==> src/hsp_pkg.sv <==
// Shared types and constants for the hashed server placement block.
`timescale 1ns / 1ps
`default_nettype none
package hsp_pkg;

  localparam int CS_W    = 7;
  localparam int NSRV_W  = 7;
  localparam int CAP_W   = 8;
  localparam int SRV_W   = 6;
  localparam int CFG_IDX_W = 1;

  localparam logic [CS_W-1:0] CH_SPACE = 7'h20;
  localparam logic [31:0] MUL_HOME = 32'd7919;
  localparam logic [31:0] MUL_STEP = 32'd104279;
  localparam logic [31:0] ADD_STEP = 32'd123;

  localparam logic [CFG_IDX_W-1:0] REG_SRV_COUNT = 1'd0;
  localparam logic [CFG_IDX_W-1:0] REG_MAX_CAP   = 1'd1;

  localparam logic [NSRV_W-1:0] SRV_COUNT_RST = 7'd1;
  localparam logic [CAP_W-1:0]  MAX_CAP_RST   = 8'd1;

  typedef struct packed {
    logic [CS_W-1:0] ch;
    logic            last;
  } in_item_t;

  typedef struct packed {
    logic [SRV_W-1:0] first_server;
    logic [SRV_W-1:0] final_server;
    logic             moved;
    logic [CAP_W-1:0] new_count;
    logic             failed;
  } out_item_t;

  typedef struct packed {
    logic [NSRV_W-1:0] srv_count;
    logic [CAP_W-1:0]  max_cap;
  } cfg_t;

  typedef struct packed {
    logic clearing;
  } back_status_t;

endpackage
`default_nettype wire

==> src/hsp_fifo.sv <==
// Small register queue used between the front and back and at the result side.
`timescale 1ns / 1ps
`default_nettype none
module hsp_fifo #(
  parameter int WIDTH = 8,
  parameter int DEPTH = 2
) (
  input  wire logic             clk,
  input  wire logic             rst,
  input  wire logic             push,
  input  wire logic [WIDTH-1:0] wdata,
  input  wire logic             pop,
  output logic      [WIDTH-1:0] rdata,
  output logic                  full,
  output logic                  empty
);

  localparam int PTR_W = (DEPTH > 1) ? $clog2(DEPTH) : 1;
  localparam int CNT_W = $clog2(DEPTH + 1);

  logic [WIDTH-1:0] slots [DEPTH];
  logic [PTR_W-1:0] wr_ptr;
  logic [PTR_W-1:0] rd_ptr;
  logic [CNT_W-1:0] count;
  logic             do_push;
  logic             do_pop;

  assign full    = (count == CNT_W'(DEPTH));
  assign empty   = (count == '0);
  assign do_push = push && !full;
  assign do_pop  = pop && !empty;
  assign rdata   = slots[rd_ptr];

  always_ff @(posedge clk) begin
    if (rst) begin
      wr_ptr <= '0;
      rd_ptr <= '0;
      count  <= '0;
    end else begin
      if (do_push) begin
        wr_ptr <= (wr_ptr == PTR_W'(DEPTH - 1)) ? '0 : wr_ptr + 1'b1;
      end
      if (do_pop) begin
        rd_ptr <= (rd_ptr == PTR_W'(DEPTH - 1)) ? '0 : rd_ptr + 1'b1;
      end
      if (do_push && !do_pop) begin
        count <= count + 1'b1;
      end else if (do_pop && !do_push) begin
        count <= count - 1'b1;
      end
    end
  end

  always_ff @(posedge clk) begin
    if (do_push) begin
      slots[wr_ptr] <= wdata;
    end
  end

endmodule
`default_nettype wire

==> src/hsp_front.sv <==
// Front end: folds key characters into the checksum and queues finished keys.
`timescale 1ns / 1ps
`default_nettype none
module hsp_front
  import hsp_pkg::*;
(
  input  wire logic            clk,
  input  wire logic            rst,
  input  wire logic            accept,
  input  wire in_item_t        in_item,
  output logic                 q_push,
  output logic      [CS_W-1:0] q_data
);

  logic [CS_W-1:0] cs;
  logic [CS_W-1:0] cs_next;

  always_comb begin
    cs_next = (in_item.ch == CH_SPACE) ? cs : (cs ^ in_item.ch);
  end

  assign q_push = accept && in_item.last;
  assign q_data = cs_next;

  always_ff @(posedge clk) begin
    if (rst) begin
      cs <= '0;
    end else if (accept) begin
      cs <= in_item.last ? '0 : cs_next;
    end
  end

endmodule
`default_nettype wire

==> src/hsp_back.sv <==
// Back end: hashes a key checksum, walks the probe sequence and updates occupancy.
`timescale 1ns / 1ps
`default_nettype none
module hsp_back
  import hsp_pkg::*;
#(
  parameter int SERVERS_MAX = 64,
  parameter int PROBE_LIMIT = 256
) (
  input  wire logic            clk,
  input  wire logic            rst,
  input  wire cfg_t            cfg,
  input  wire logic            q_empty,
  input  wire logic [CS_W-1:0] q_data,
  output logic                 q_pop,
  input  wire logic            o_full,
  output logic                 o_push,
  output out_item_t            o_data,
  output back_status_t         stat
);

  localparam int IDX_W = (SERVERS_MAX > 1) ? $clog2(SERVERS_MAX) : 1;
  localparam int NMAX  = (SERVERS_MAX < 127) ? SERVERS_MAX : 127;
  localparam int PI_W  = $clog2(PROBE_LIMIT + 1);
  localparam int LANES = 3;

  localparam logic [2:0] S_CLEAR = 3'd0;
  localparam logic [2:0] S_IDLE  = 3'd1;
  localparam logic [2:0] S_DIV   = 3'd2;
  localparam logic [2:0] S_PREP  = 3'd3;
  localparam logic [2:0] S_READ  = 3'd4;
  localparam logic [2:0] S_CHECK = 3'd5;

  logic [2:0]        state;
  logic [IDX_W-1:0]  clr_cnt;
  logic [4:0]        div_cnt;
  logic [NSRV_W-1:0] rem [LANES];
  logic [31:0]       sh  [LANES];
  logic [NSRV_W-1:0] rem_div [LANES];
  logic [NSRV_W:0]   trial [LANES];
  logic [31:0]       v;
  logic [31:0]       step;
  logic [NSRV_W-1:0] home;
  logic [NSRV_W-1:0] w;
  logic [PI_W-1:0]   probe_i;
  logic [CAP_W-1:0]  home_cnt;
  logic [CAP_W-1:0]  counts [SERVERS_MAX];
  logic [CAP_W-1:0]  rd_data;
  logic [IDX_W-1:0]  rd_addr;
  logic [IDX_W-1:0]  wr_addr;
  logic [CAP_W-1:0]  wr_data;
  logic              wr_en;
  logic [NSRV_W-1:0] n;
  logic [31:0]       prod_home;
  logic [31:0]       prod_step;
  logic [NSRV_W:0]   sum;
  logic [NSRV_W-1:0] r1;
  logic [32:0]       vsum;
  logic [NSRV_W-1:0] r_next;
  logic              is_full;
  logic              at_limit;

  // Effective server count: zero acts as one, large values clamp to the table size.
  always_comb begin
    if (cfg.srv_count == '0) begin
      n = NSRV_W'(1);
    end else if (cfg.srv_count > NSRV_W'(NMAX)) begin
      n = NSRV_W'(NMAX);
    end else begin
      n = cfg.srv_count;
    end
  end

  assign prod_home = MUL_HOME * {25'd0, q_data};
  assign prod_step = MUL_STEP * {25'd0, q_data} + ADD_STEP;

  // One restoring division step per cycle in each lane, all by the same modulus.
  always_comb begin
    for (int k = 0; k < LANES; k++) begin
      trial[k] = {rem[k], sh[k][31]};
      rem_div[k] = (trial[k] >= {1'b0, n}) ? NSRV_W'(trial[k] - {1'b0, n})
                                           : trial[k][NSRV_W-1:0];
    end
  end

  // Next probe index from the current one: add the step residue, and when the
  // 32-bit sum wraps take away the residue of two to the 32nd.
  always_comb begin
    sum  = {1'b0, rem[0]} + {1'b0, rem[1]};
    r1   = (sum >= {1'b0, n}) ? NSRV_W'(sum - {1'b0, n}) : sum[NSRV_W-1:0];
    vsum = {1'b0, v} + {1'b0, step};
    if (!vsum[32]) begin
      r_next = r1;
    end else if (r1 >= w) begin
      r_next = r1 - w;
    end else begin
      r_next = NSRV_W'({1'b0, r1} + {1'b0, n} - {1'b0, w});
    end
  end

  assign is_full  = (rd_data >= cfg.max_cap);
  assign at_limit = (probe_i == PI_W'(PROBE_LIMIT));
  assign rd_addr  = IDX_W'(rem[0]);
  assign q_pop    = (state == S_IDLE) && !q_empty && !o_full;
  assign stat.clearing = (state == S_CLEAR);

  always_comb begin
    wr_en   = 1'b0;
    wr_addr = rd_addr;
    wr_data = rd_data + 1'b1;
    o_push  = 1'b0;
    o_data.first_server = home[SRV_W-1:0];
    o_data.final_server = rem[0][SRV_W-1:0];
    o_data.moved        = (probe_i != '0);
    o_data.new_count    = rd_data + 1'b1;
    o_data.failed       = 1'b0;
    if (state == S_CLEAR) begin
      wr_en   = 1'b1;
      wr_addr = clr_cnt;
      wr_data = '0;
    end else if (state == S_CHECK) begin
      if (!is_full) begin
        wr_en  = 1'b1;
        o_push = 1'b1;
      end else if (at_limit) begin
        o_push = 1'b1;
        o_data.final_server = home[SRV_W-1:0];
        o_data.moved        = 1'b1;
        o_data.new_count    = home_cnt;
        o_data.failed       = 1'b1;
      end
    end
  end

  always_ff @(posedge clk) begin
    if (wr_en) begin
      counts[wr_addr] <= wr_data;
    end
    rd_data <= counts[rd_addr];
  end

  always_ff @(posedge clk) begin
    if (rst) begin
      state   <= S_CLEAR;
      clr_cnt <= '0;
    end else begin
      unique case (state)
        S_CLEAR: begin
          if (clr_cnt == IDX_W'(SERVERS_MAX - 1)) begin
            state <= S_IDLE;
          end
          clr_cnt <= clr_cnt + 1'b1;
        end
        S_IDLE: begin
          if (q_pop) begin
            state <= S_DIV;
          end
        end
        S_DIV: begin
          if (div_cnt == 5'd31) begin
            state <= S_PREP;
          end
        end
        S_PREP: begin
          state <= S_READ;
        end
        S_READ: begin
          state <= S_CHECK;
        end
        S_CHECK: begin
          state <= (!is_full || at_limit) ? S_IDLE : S_READ;
        end
        default: begin
          state <= S_IDLE;
        end
      endcase
    end
  end

  always_ff @(posedge clk) begin
    case (state)
      S_IDLE: begin
        v       <= prod_home;
        step    <= prod_step;
        sh[0]   <= prod_home;
        sh[1]   <= prod_step;
        sh[2]   <= '1;
        div_cnt <= '0;
        for (int k = 0; k < LANES; k++) begin
          rem[k] <= '0;
        end
      end
      S_DIV: begin
        div_cnt <= div_cnt + 1'b1;
        for (int k = 0; k < LANES; k++) begin
          rem[k] <= rem_div[k];
          sh[k]  <= {sh[k][30:0], 1'b0};
        end
      end
      S_PREP: begin
        home    <= rem[0];
        probe_i <= '0;
        w <= ({1'b0, rem[2]} + 1'b1 == {1'b0, n}) ? '0 : rem[2] + 1'b1;
      end
      S_CHECK: begin
        if (probe_i == '0) begin
          home_cnt <= rd_data;
        end
        if (is_full && !at_limit) begin
          probe_i <= probe_i + 1'b1;
          v       <= vsum[31:0];
          rem[0]  <= r_next;
        end
      end
      default: begin
      end
    endcase
  end

endmodule
`default_nettype wire

==> src/hashed_server_placement.sv <==
// Input: a character without the last flag is absorbed at one item per cycle while full is low.
// A key's last character queues its checksum for the back end, where a bit-serial modulo
// unit hashes it and each probe past home costs one occupancy memory read and one compare.
// The back end takes a new key only once it has finished with the last one.
// Reset: synchronous, active high; afterwards a clearing pass zeroes the occupancy
// memory, and full stays high until it is done.
`timescale 1ns / 1ps
`default_nettype none
module hashed_server_placement
  import hsp_pkg::*;
#(
  parameter int SERVERS_MAX = 64,
  parameter int PROBE_LIMIT = 256
) (
  input  wire logic                 clk,
  input  wire logic                 rst,
  input  wire logic                 push,
  output logic                      full,
  input  wire in_item_t             in_item,
  output logic                      empty,
  input  wire logic                 pop,
  output out_item_t                 out_item,
  input  wire logic                 cfg_we,
  input  wire logic [CFG_IDX_W-1:0] cfg_index,
  input  wire logic [CAP_W-1:0]     cfg_data
);

  localparam int OUT_W = $bits(out_item_t);

  cfg_t             cfg;
  back_status_t     stat;
  logic             accept;
  logic             q_push;
  logic [CS_W-1:0]  q_wdata;
  logic [CS_W-1:0]  q_rdata;
  logic             q_pop;
  logic             q_full;
  logic             q_empty;
  logic             o_push;
  out_item_t        o_data;
  logic             o_full;
  logic [OUT_W-1:0] o_rdata;

  always_ff @(posedge clk) begin
    if (rst) begin
      cfg.srv_count <= SRV_COUNT_RST;
      cfg.max_cap   <= MAX_CAP_RST;
    end else if (cfg_we) begin
      if (cfg_index == REG_SRV_COUNT) begin
        cfg.srv_count <= cfg_data[NSRV_W-1:0];
      end
      if (cfg_index == REG_MAX_CAP) begin
        cfg.max_cap <= cfg_data;
      end
    end
  end

  assign full   = q_full || stat.clearing;
  assign accept = push && !full;

  hsp_front u_front (
    .clk     (clk),
    .rst     (rst),
    .accept  (accept),
    .in_item (in_item),
    .q_push  (q_push),
    .q_data  (q_wdata)
  );

  hsp_fifo #(
    .WIDTH (CS_W),
    .DEPTH (2)
  ) u_key_q (
    .clk   (clk),
    .rst   (rst),
    .push  (q_push),
    .wdata (q_wdata),
    .pop   (q_pop),
    .rdata (q_rdata),
    .full  (q_full),
    .empty (q_empty)
  );

  hsp_back #(
    .SERVERS_MAX (SERVERS_MAX),
    .PROBE_LIMIT (PROBE_LIMIT)
  ) u_back (
    .clk     (clk),
    .rst     (rst),
    .cfg     (cfg),
    .q_empty (q_empty),
    .q_data  (q_rdata),
    .q_pop   (q_pop),
    .o_full  (o_full),
    .o_push  (o_push),
    .o_data  (o_data),
    .stat    (stat)
  );

  hsp_fifo #(
    .WIDTH (OUT_W),
    .DEPTH (2)
  ) u_out_q (
    .clk   (clk),
    .rst   (rst),
    .push  (o_push),
    .wdata (o_data),
    .pop   (pop),
    .rdata (o_rdata),
    .full  (o_full),
    .empty (empty)
  );

  assign out_item = out_item_t'(o_rdata);

endmodule
`default_nettype wire

==> config.mk <==
export PLATFORM = sky130hd
export DESIGN_NAME = hashed_server_placement
export DESIGN_NICKNAME = d
export VERILOG_FILES = /design/src/hsp_pkg.sv /design/src/hsp_fifo.sv /design/src/hsp_front.sv /design/src/hsp_back.sv /design/src/hashed_server_placement.sv
export SDC_FILE = /design/constraint.sdc
export NUM_CORES = 1
export LEC_CHECK = 0
export ABC_AREA = 1
export BUFFER_PORTS_ARGS = -buffer_cell sky130_fd_sc_hd__buf_2
export CORE_MARGIN = 4
export CORE_UTILIZATION = 40
export CTS_CLUSTER_DIAMETER = 200
export DETAILED_ROUTE_END_ITERATION = 8
export GPL_ROUTABILITY_DRIVEN = 0
export SLEW_MARGIN = 5
export SYNTH_ARGS = -nofsm -noshare
export SYNTH_HDL_FRONTEND = slang
export SYNTH_SLANG_ARGS = --single-unit
==> constraint.sdc <==
create_clock -name clk -period 4.7 [get_ports clk]
set_input_delay 0.47 -clock clk [delete_from_list [all_inputs] [get_ports clk]]
set_output_delay 0.47 -clock clk [all_outputs]
set_load 0.02 [all_outputs]
==> qor.yml, run 1 <==
outcome:
  status: "finished clean"
synthesis:
  ys_async_sr_fraction_pct: 0
  synth_cell_types: 46
  synth_top_cell_by_area: "edfxtp_1"
  synth_edf_count: 779
  yosys_warnings: 0
  netlist.area_leader.share_pct: 54.5
  synthTopCellsByArea: "edfxtp_1 55%, nand2_1 10%, ha_1 5.5%"
  ys_ff_latch: 828
  synth_area_mm2: 0.0429
  synth_cells: 4386
  syn_nets: 4670
  syn_area_per_cell_um2: 9.78
  ys.flop_type: "edfxtp_1"
  yosysSeqAreaShare_pct: 56.8
timing:
  fin_crit_ns: 4.50
  maxSlewHeadroom_pct: 15.2
  fin_hold_ws_ns: 0.0507
  fin_crit_sh_pct: 95.8
  fmax_ghz: 0.222
  finalMaxSlewViolations: 0
  final-hold-violation-count: 0
  finClkSkew_ns: 0.0450
  worstMarginPinSlew_ns: 1.27
  setup_viol: 0
placement:
  io_buffers: 45
  placed_cell_area_mm2: 0.0453
  dpl.hpwl_um: 74700
critical_path:
  reg2reg_depth: 20
  cp_data_required_time_ns: 5.09
  cp_max_fo: 6
  endpoint_kind: "flop"
  critPathArrivalTime_ns: 4.89
  cp-start-kind: "flop"
  crit_type: "flop to flop"
grt:
  grt-ovfl-total: 0
  grt_pass1_vias: 30028
  grtUsageTotal_pct: 19.5
  grt_max_degree: 159
  grt_pass1_wl_um: 172000
  antenna_found_initial: 4
power_and_ir_drop:
  p_per_area_mw_per_mm2: 320
  p_leak_nw: 19.7
  p_sw_w: 0.00335
  ir_worst_vdd_mv: 0.256
  pwr-share-comb_pct: 3.8
  p_seq_share_pct: 51.5
  clockPowerShare_pct: 44.7
  swShare_pct: 21.6
  p_int_w: 0.0122
cts:
  cts-root-buf: "clkbuf_16"
  hold_buffers: 0
  h-tree-depth: 3
  cts_buffer_depth: 3
  clock_sinks: 828
  numCtsBuffers: 91
  cts_tree: "yes"
  clk_pin_slew_worst_paths_ns: 0.06
  clock_latency_ns: 0.67
drt:
  detail_route.vias_per_cell: 5.19
  detail_route.first_pass.iterations: 6
  drt_iter0_drc: 2480
  route.met3.wl_um: 6160
  dr_wl_met2_um: 53100
  top_layer_used: "met4"
  dr_total_vias: 30937
  wl_met1_um: 48900
  antenna_left: 0
  wl_per_cell_um: 18.6
  routed_wl_um: 111000
  drc_errors: 0
floorplanning:
  dieArea_mm2: 0.113
  die_y_um: 335
  design.core.area_mm2: 0.106
  die_w_um: 335
  initial_core_util_pct: 40.5
  boundaryPins: 46
  std_cell_rows: 119
hold_path:
  hp-class: "input pin to flop"
  hold_depth: 3
layout:
  fillers: 9877
  drive_gt1_share_pct: 10.3
  fin_area_mm2: 0.0486
  syn_to_final_growth_pct: 13.3
  layout.nets: 4783
run:
  drv_cap: 0
flip-flops by register name, summed over array words and instances, names as in the netlist, 2 cells and up, named ones only:
register and count:
u_back.probe_i 9, u_back.sh 96, u_out_q.count 2, u_back.home_cnt 8
u_back.step 25, u_back.w 7, u_out_q.slots 44, u_key_q.count 2
u_back.counts 512, u_front.cs 7, cfg 15, u_back.rem 21
u_back.rd_data 8, u_back.clr_cnt 6, u_key_q.slots 14, u_back.home 6
u_back.state 3, u_back.div_cnt 5, u_back.v 32
worst max-delay path: stages, from the launching register on:
cell      delay (ns)
dfxtp_1         0.34
inv_2           0.06
or2_2           0.28
o21ai_2         0.08
inv_2           0.08
fa_1            0.50
inv_1           0.09
fa_2            0.54
inv_2           0.06
fa_1            0.52
fa_1            0.46
ha_4            0.32
inv_1           0.07
o21bai_1        0.21
nor2_2          0.08
nor3_2          0.17
nor2_1          0.09
nand2_1         0.06
nand2_1         0.08
nand3_1         0.09
nand2_1         0.08
cell usage after synthesis (3+ instances only):
master    count
nor2_2        4
nand2_2       7
nor3_1       35
o21bai_1     11
inv_1       440
mux2_2       22
nand3_1     465
nor4_1        3
clkbuf_1     95
o21ai_0     206
o211ai_1      8
a21o_1        6
o22ai_1      24
nand2_1    1191
or2_2        45
xnor2_1      25
a31oi_1       3
nand3b_1     18
buf_1        24
and2_1       13
nand4_1      35
inv_2         6
ha_1        188
xor2_1       43
o21a_1        5
a21oi_1     187
buf_2        28
clkinv_1      4
fa_1         74
dfxtp_1      49
edfxtp_1    779
nor2_1      323
worst paths after layout:
path                                  start                to  slack (ns)
worst min register to register       cfg[4]            cfg[4]        0.46
worst min-delay path            cfg_data[0]            cfg[8]        0.05
worst max-delay path                   flop  u_back.sh[0][17]        0.20
worst max register to register         flop  u_back.sh[0][17]        0.20
per-stage QoR:
stage	power [W]	TNS (ns)	setup slack, ns	std cells	util [%]
floorplan	0.00852	-0.116	-0.0267	4386	-
global placement	0.00872	0	0.0835	5789	42.7
detailed placement	0.00873	0	0.0476	5789	42.7
CTS	0.0157	0	0.0423	5957	45.5
global route	0.0161	-0.134	-0.0328	5965	45.9
finish	0.0155	0	0.198	5966	45.9
kinds of logic (layout without fill, tap and decap cells):
logic type,after synthesis,count (layout),synth area share (%)
muxes,23,23,0.601
adders and majority gates,262,262,8.94
xor gates and xnor gates,68,68,1.39
DFF,828,828,56.8
and+or+nand+nor,2147,2147,21.2
buffers and inverters,599,787,5.35
AOI/OAI and AO/OA,459,459,5.70
other,0,1,0
power groups by stage:
stage / clock [W] / sequential, W / combinational, W
3_5_place_dp: 0 / 0.00817 / 0.000560
6_report: 0.00694 / 0.00801 / 0.000586
4_1_cts: 0.00710 / 0.00801 / 0.000563
2_1_floorplan: 0 / 0.00815 / 0.000368
3_3_place_gp: 0 / 0.00816 / 0.000554
5_1_grt: 0.00741 / 0.00801 / 0.000655
cell type report:
class	instances	area, um^2	area share, %
Clock buffer	112	2430	5.00
Inverter	451	1700	3.50
Sequential cell	828	24400	50.1
Multi-Input combinational cell	2959	16700	34.4
Timing Repair Buffer	168	1190	2.44
Antenna cell	1	2.50	0.00515
Tap cell	1391	1740	3.58
Clock inverter	56	474	0.976
repair_timing:
item,CTS,global route
buffers inserted,0,8
endpoints found under the setup margin,0,57
resized for setup,0,77
placed cells by master (no fill, tap or decap), types with 6 or more instances in the layout:
cell | netlist | final
o21ai_2 | 2 | 7
nand3b_1 | 18 | 18
clkinv_1 | 4 | 31
ha_1 | 188 | 165
nor3_1 | 35 | 27
nor2_4 | 0 | 9
clkbuf_1 | 95 | 17
o21ai_0 | 206 | 197
or2_2 | 45 | 45
clkinv_2 | 0 | 13
nand4_1 | 35 | 35
a21oi_1 | 187 | 178
inv_1 | 440 | 432
nor2_1 | 323 | 306
nand2_2 | 7 | 11
a21oi_2 | 0 | 9
inv_2 | 6 | 13
mux2_2 | 22 | 22
dfxtp_1 | 49 | 49
fa_1 | 74 | 70
ha_4 | 0 | 18
edfxtp_1 | 779 | 779
nand3_1 | 465 | 459
nor3_2 | 0 | 8
o22ai_1 | 24 | 24
a21o_1 | 6 | 6
xor2_1 | 43 | 42
and2_1 | 13 | 13
nand3_2 | 1 | 7
buf_4 | 0 | 120
nand2_1 | 1191 | 1186
clkbuf_16 | 0 | 94
o21bai_1 | 11 | 11
nor2_2 | 4 | 12
buf_2 | 28 | 45
o211ai_1 | 8 | 8
xnor2_1 | 25 | 25
per-layer routing:
layer | vias to the layer above | GRT usage (%)
li1 | 15059 | -
met1 | 14873 | 26.6
met2 | 840 | 32.9
met3 | 165 | 2.91
met4 | 0 | 5.09
met5 | - | 0
No activity file was read; power rests on OpenSTA's default activity.
==> run 2, diff against run 1 <==
CELL_PAD_IN_SITES_DETAIL_PLACEMENT = 1   (was not set)
CELL_PAD_IN_SITES_GLOBAL_PLACEMENT = 2   (was not set)
CORE_MARGIN = not set   (was 4)
CORE_UTILIZATION = 38   (was 40)
PLACE_DENSITY_LB_ADDON = 0.1   (was not set)
==> run 2 against run 1 <==
Core utilization decreased by 1.0 points. Clock-buffer cell count stayed put. Cell area rose by 2.7%. Clock skew increased by 0.0014 ns. Combinational power up 7.8%.
==> qor.yml, run 2 (synthesized netlist as in run 1, its figures left out) <==
power_and_ir_drop:
  ir_worst_vdd_mv: 0.306
  p_per_area_mw_per_mm2: 323
  p_leak_nw: 20.4
grt:
  grtUsageTotal_pct: 22.6
  grt_pass1_wl_um: 196000
  antenna_found_initial: 2
  grt_max_degree: 117
  grt_pass1_vias: 32655
  grt-ovfl-total: 0
cts:
  clock_latency_ns: 0.70
  cts_tree: "yes"
  cts_buffer_depth: 3
  clk_pin_slew_worst_paths_ns: 0.08
  h-tree-depth: 3
  cts-root-buf: "clkbuf_16"
  numCtsBuffers: 94
  clock_sinks: 828
timing:
  finalMaxSlewViolations: 0
  finClkSkew_ns: 0.0464
  fmax_ghz: 0.220
  fin_crit_sh_pct: 96.5
  setup_viol: 0
  maxSlewHeadroom_pct: 28.8
  final-hold-violation-count: 0
  fin_crit_ns: 4.54
  worstMarginPinSlew_ns: 1.07
run:
  drv_cap: 0
critical_path:
  crit_type: "flop to flop"
  cp_common_cell: "nand2_1"
  max_stage_delay_ns: 0.62
  cp_max_fo: 4
  reg2reg_depth: 19
  cp_data_required_time_ns: 5.13
  endpoint_kind: "flop"
  path_cells: "or2_2 > o21ai_2 > inv_2 > fa_2 > inv_2 > buf_4 > fa_1 > inv_1 > fa_1 > ha_1 > ha_1 > nand2_1 > inv_1 > nand2_1 > nor3_2 > nand4_1 > nand3_1 > nand2_1 > and2_1"
  regToRegSetupSlack_ns: 0.16
  slowest_stage: "fa_2"
  r2r_start: "u_key_q.slots[1][5]"
  critPathArrivalTime_ns: 4.96
  cp-start-kind: "flop"
  r2r-end: "u_back.step[21]"
floorplanning:
  design.core.area_mm2: 0.111
  die_w_um: 338
  boundaryPins: 46
  dieArea_mm2: 0.114
  initial_core_util_pct: 38.5
  die_y_um: 338
  std_cell_rows: 122
drt:
  antenna_left: 0
  drc_errors: 0
  detail_route.vias_per_cell: 5.07
  detail_route.first_pass.iterations: 5
  wl_per_cell_um: 20.7
  routed_wl_um: 128000
  drt_iter0_drc: 1476
  dr_total_vias: 31392
placement:
  placedCellCount: 5993
  dpl.hpwl_um: 87200
  placed_cell_area_mm2: 0.0462
  io_buffers: 45
layout:
  n_antenna_cell: 0
  syn_to_final_growth_pct: 16.5
  instances_no_fill: 6186
  layout.nets: 4903
  top_register: "u_back.counts"
  fin_util_pct: 44.9
  fin_area_mm2: 0.0499
  final_common_cell: "nand2_1"
  reg_top3: "u_back.counts x512, u_back.sh x96, u_out_q.slots x44"
  drive_gt1_share_pct: 13.3
  largest_reg_flops: 512
  final_cell_mix: "1179 x nand2_1, 779 x edfxtp_1, 460 x nand3_1"
hold_path:
  holdPathEnd: "cfg[9]"
  hp-class: "input pin to flop"
  hold_depth: 3
  hp-start: "cfg_data[1]"
outcome:
  status: "finished clean"
[run 2: cell count changes in the layout (fill, tap and decap cells not counted), moves of 6 or more]
| cell | delta |
|---|---|
| nand2_1 | -7 |
| clkinv_1 | -7 |
| buf_4 | +113 |
| clkbuf_1 | -6 |
| nand2_2 | +7 |
| clkinv_2 | +9 |
[run 2: power by group]
part           switching [W]  internal, W  leakage, nW  total, W
combinational       0.000378     0.000254         11.4  0.000632
clock                0.00317      0.00433         1.54   0.00750
sequential         0.0000239      0.00799         7.48   0.00801
total                0.00357       0.0126         20.4    0.0161
[run 2: repair_timing]
item / CTS / global route
endpoints found under the setup margin: 26 / 63
hold buffers: 4 / 0
pin swaps: 1 / 23
setup buffers: 0 / 14
hold endpoints to repair: 4 / 0
resized for setup: 13 / 94
[run 2: worst max path at each step]
stage	endpoint	slack [ns]	depth (start not counted)	from
floorplan	u_back.step[24]	-0.03	20	flop
global placement	u_back.step[19]	-0.14	19	flop
detailed placement	u_back.sh[0][51]	-0.18	20	flop
CTS	u_back.step[22]	0.0005	19	flop
global route	u_back.v[12]	-0.07	21	flop
finish	u_back.step[21]	0.16	19	u_key_q.slots[1][5]
[run 2: critical path, delay by kind of cell (launching register included)]
kind | cells | cell delay, ns
AO/OA/AOI/OAI | 1 | 0.08
AND/OR/NAND/NOR | 8 | 1.25
flip-flops | 1 | 0.37
adder cells (fa/ha/maj) | 5 | 2.18
buffers and inverters | 5 | 0.43
[run 2: per-layer routing]
metal  GRT usage [%]  share of wire (%)  routed length (um)  up-vias
met5               0                  0                   0        -
met4            6.48                2.7                3410        0
met3            2.53                3.0                3770      155
met1            29.8                 45               58100    15561
met2            39.2                 49               62500      399
li1                -                  -                   -    15277
[run 2: layout make-up]
class	instances	area, um^2
Multi-Input combinational cell	2959	16800
Clock inverter	63	618
Clock buffer	112	2550
Fill cell	12422	61300
Sequential cell	828	24400
Tap cell	1488	1860
Timing Repair Buffer	285	2070
Inverter	451	1700
[run 2: per-stage QoR]
step / setup TNS [ns] / worst slack [ns] / total power [W] / hold WS (ns)
floorplan: -0.116 / -0.0267 / 0.00852 / 0.435
global placement: -0.281 / -0.138 / 0.00878 / 0.453
detailed placement: -1.28 / -0.177 / 0.00879 / 0.474
CTS: 0 / 0.000483 / 0.0163 / 0.00673
global route: -0.493 / -0.0692 / 0.0166 / 0.0579
finish: 0 / 0.163 / 0.0161 / 0.0603
==> run 3, diff against run 2 <==
REMOVE_ABC_BUFFERS = 1   (was not set)
SETUP_SLACK_MARGIN = 0.2   (was not set)
==> run 3 against run 2 <==
Critical path depth increased by 9. Die area unchanged. Routed wire length is 1.7% higher. First-iteration DRC count up 21%. Via count increased by 0.45%.
==> qor.yml, run 3 (synthesized netlist as in run 1, its figures left out) <==
timing:
  rsz0062_at_grt: "true"
  fin_crit_ns: 4.47
  fin_crit_sh_pct: 95.1
  setup_viol: 0
  fmax_ghz: 0.224
  maxSlewHeadroom_pct: 28.0
  finalMaxSlewViolations: 0
  worstMarginPinSlew_ns: 1.08
  finClkSkew_ns: 0.0551
  final-hold-violation-count: 0
critical_path:
  cp_common_cell: "nand2_2"
  r2r-end: "u_back.rem[0][4]"
  startpoint: "u_back.rem[0][0]"
  regToRegSetupSlack_ns: 0.23
  cp_data_required_time_ns: 5.11
  reg2reg_depth: 28
  critPathArrivalTime_ns: 4.88
  slowest_stage: "fa_1"
  cp_max_fo: 6
  crit_type: "flop to flop"
  max_stage_delay_ns: 0.59
  cp-start-kind: "flop"
  critical_path.endpoint: "u_back.rem[0][4]"
  r2r_start: "u_back.rem[0][0]"
  endpoint_kind: "flop"
grt:
  antenna_found_initial: 2
  grt_max_degree: 184
  grt_pass1_vias: 33030
  grt_pass1_wl_um: 198000
  grtUsageTotal_pct: 23.0
  grt-ovfl-total: 0
cts:
  clock_latency_ns: 0.70
  cts-root-buf: "clkbuf_16"
  h-tree-depth: 3
  cts_buffer_depth: 3
  clk_pin_slew_worst_paths_ns: 0.06
  numCtsBuffers: 94
  clock_sinks: 828
  cts_tree: "yes"
layout:
  largest_reg_flops: 512
  layout.nets: 4913
  instances_no_fill: 6199
  final_common_cell: "nand2_1"
  final_cell_mix: "1126 x nand2_1, 779 x edfxtp_1, 429 x nand3_1"
  n_antenna_cell: 0
  reg_top3: "u_back.counts x512, u_back.sh x96, u_out_q.slots x44"
  drive_gt1_share_pct: 16.9
  syn_to_final_growth_pct: 18.8
  top_register: "u_back.counts"
drt:
  wl_per_cell_um: 21.0
  detail_route.vias_per_cell: 5.09
  dr_total_vias: 31533
  antenna_left: 0
  drc_errors: 0
  routed_wl_um: 130000
  detail_route.first_pass.iterations: 5
  drt_iter0_drc: 1783
power_and_ir_drop:
  ir_worst_vdd_mv: 0.355
  finalPower_w: 0.0162
  p_leak_nw: 20.7
  p_per_area_mw_per_mm2: 317
floorplanning:
  initial_core_util_pct: 38.5
  std_cell_rows: 122
  design.core.area_mm2: 0.111
  boundaryPins: 46
  dieArea_mm2: 0.114
  die_w_um: 338
  die_y_um: 338
placement:
  placedCellCount: 5979
  io_buffers: 45
  dpl.hpwl_um: 88600
hold_path:
  hp-class: "input pin to flop"
run:
  drv_cap: 0
outcome:
  status: "finished clean"
-- run 3: repair_timing --
action                     4_1_cts  5_1_grt
hold endpoints to repair         5        0
pin swaps                       38      122
hold buffers                     5        0
buffers inserted                14       23
setup endpoints to repair       60       63
gates resized for setup         94      250
-- run 3: routing by layer --
metal  vias to the layer above  wire [um]  track usage, %
li1                      15308          -               -
met1                     15612      58000            29.6
met2                       406      63500            39.4
met3                       207       4190            3.46
met4                         0       4260            7.46
met5                         -          0               0
-- run 3: area by class of cell --
class | instances | area, um^2
repair buffers | 295 | 2200
multi-input cells | 2959 | 17700
inverters | 451 | 1710
flip-flops and latches | 828 | 24400
well taps | 1488 | 1860
clock buffers | 119 | 2520
fillers | 12329 | 60300
clock inverters | 59 | 636
-- run 3: critical path: cells and delay by family (launching register included) --
kind	cells	cell delay (ns)
compound gates	2	0.30
simple gates	14	1.17
buf+inv	6	0.47
fa+ha+maj	5	1.73
xor+xnor	1	0.09
flops	1	0.41
-- run 3: where the power goes --
part	switching (W)	internal, W	leakage [nW]
clock	0.00315	0.00432	1.53
sequential	0.0000240	0.00799	7.48
combinational	0.000404	0.000283	11.6
total	0.00358	0.0126	20.7
-- run 3: worst min-delay path by stage --
stage | from | end | slack [ns] | cells past startpoint
floorplan | cfg[0] | cfg[0] | 0.44 | 2
global placement | u_back.home[4] | u_out_q.slots[0][20] | 0.45 | 0
detailed placement | u_out_q.rd_ptr | u_out_q.rd_ptr | 0.47 | 2
CTS | cfg_we | cfg[0] | 0.04 | 3
global route | cfg_we | cfg[0] | 0.07 | 3
finish | cfg_we | cfg[0] | 0.08 | 3
-- run 3: through the flow --
stage / area [um^2] / setup TNS [ns] / setup WS, ns / hold slack [ns] / utilization, %
floorplan: 42300 / -1604.00 / -4.51 / 0.435 / -
global placement: 46100 / -0.522 / -0.168 / 0.453 / 41.4
detailed placement: 46100 / -2.46 / -0.203 / 0.471 / 41.4
CTS: 49800 / 0 / 0.200 / 0.0352 / 44.7
global route: 51000 / -0.00779 / -0.00779 / 0.0697 / 45.8
finish: 51000 / 0 / 0.232 / 0.0804 / 45.8
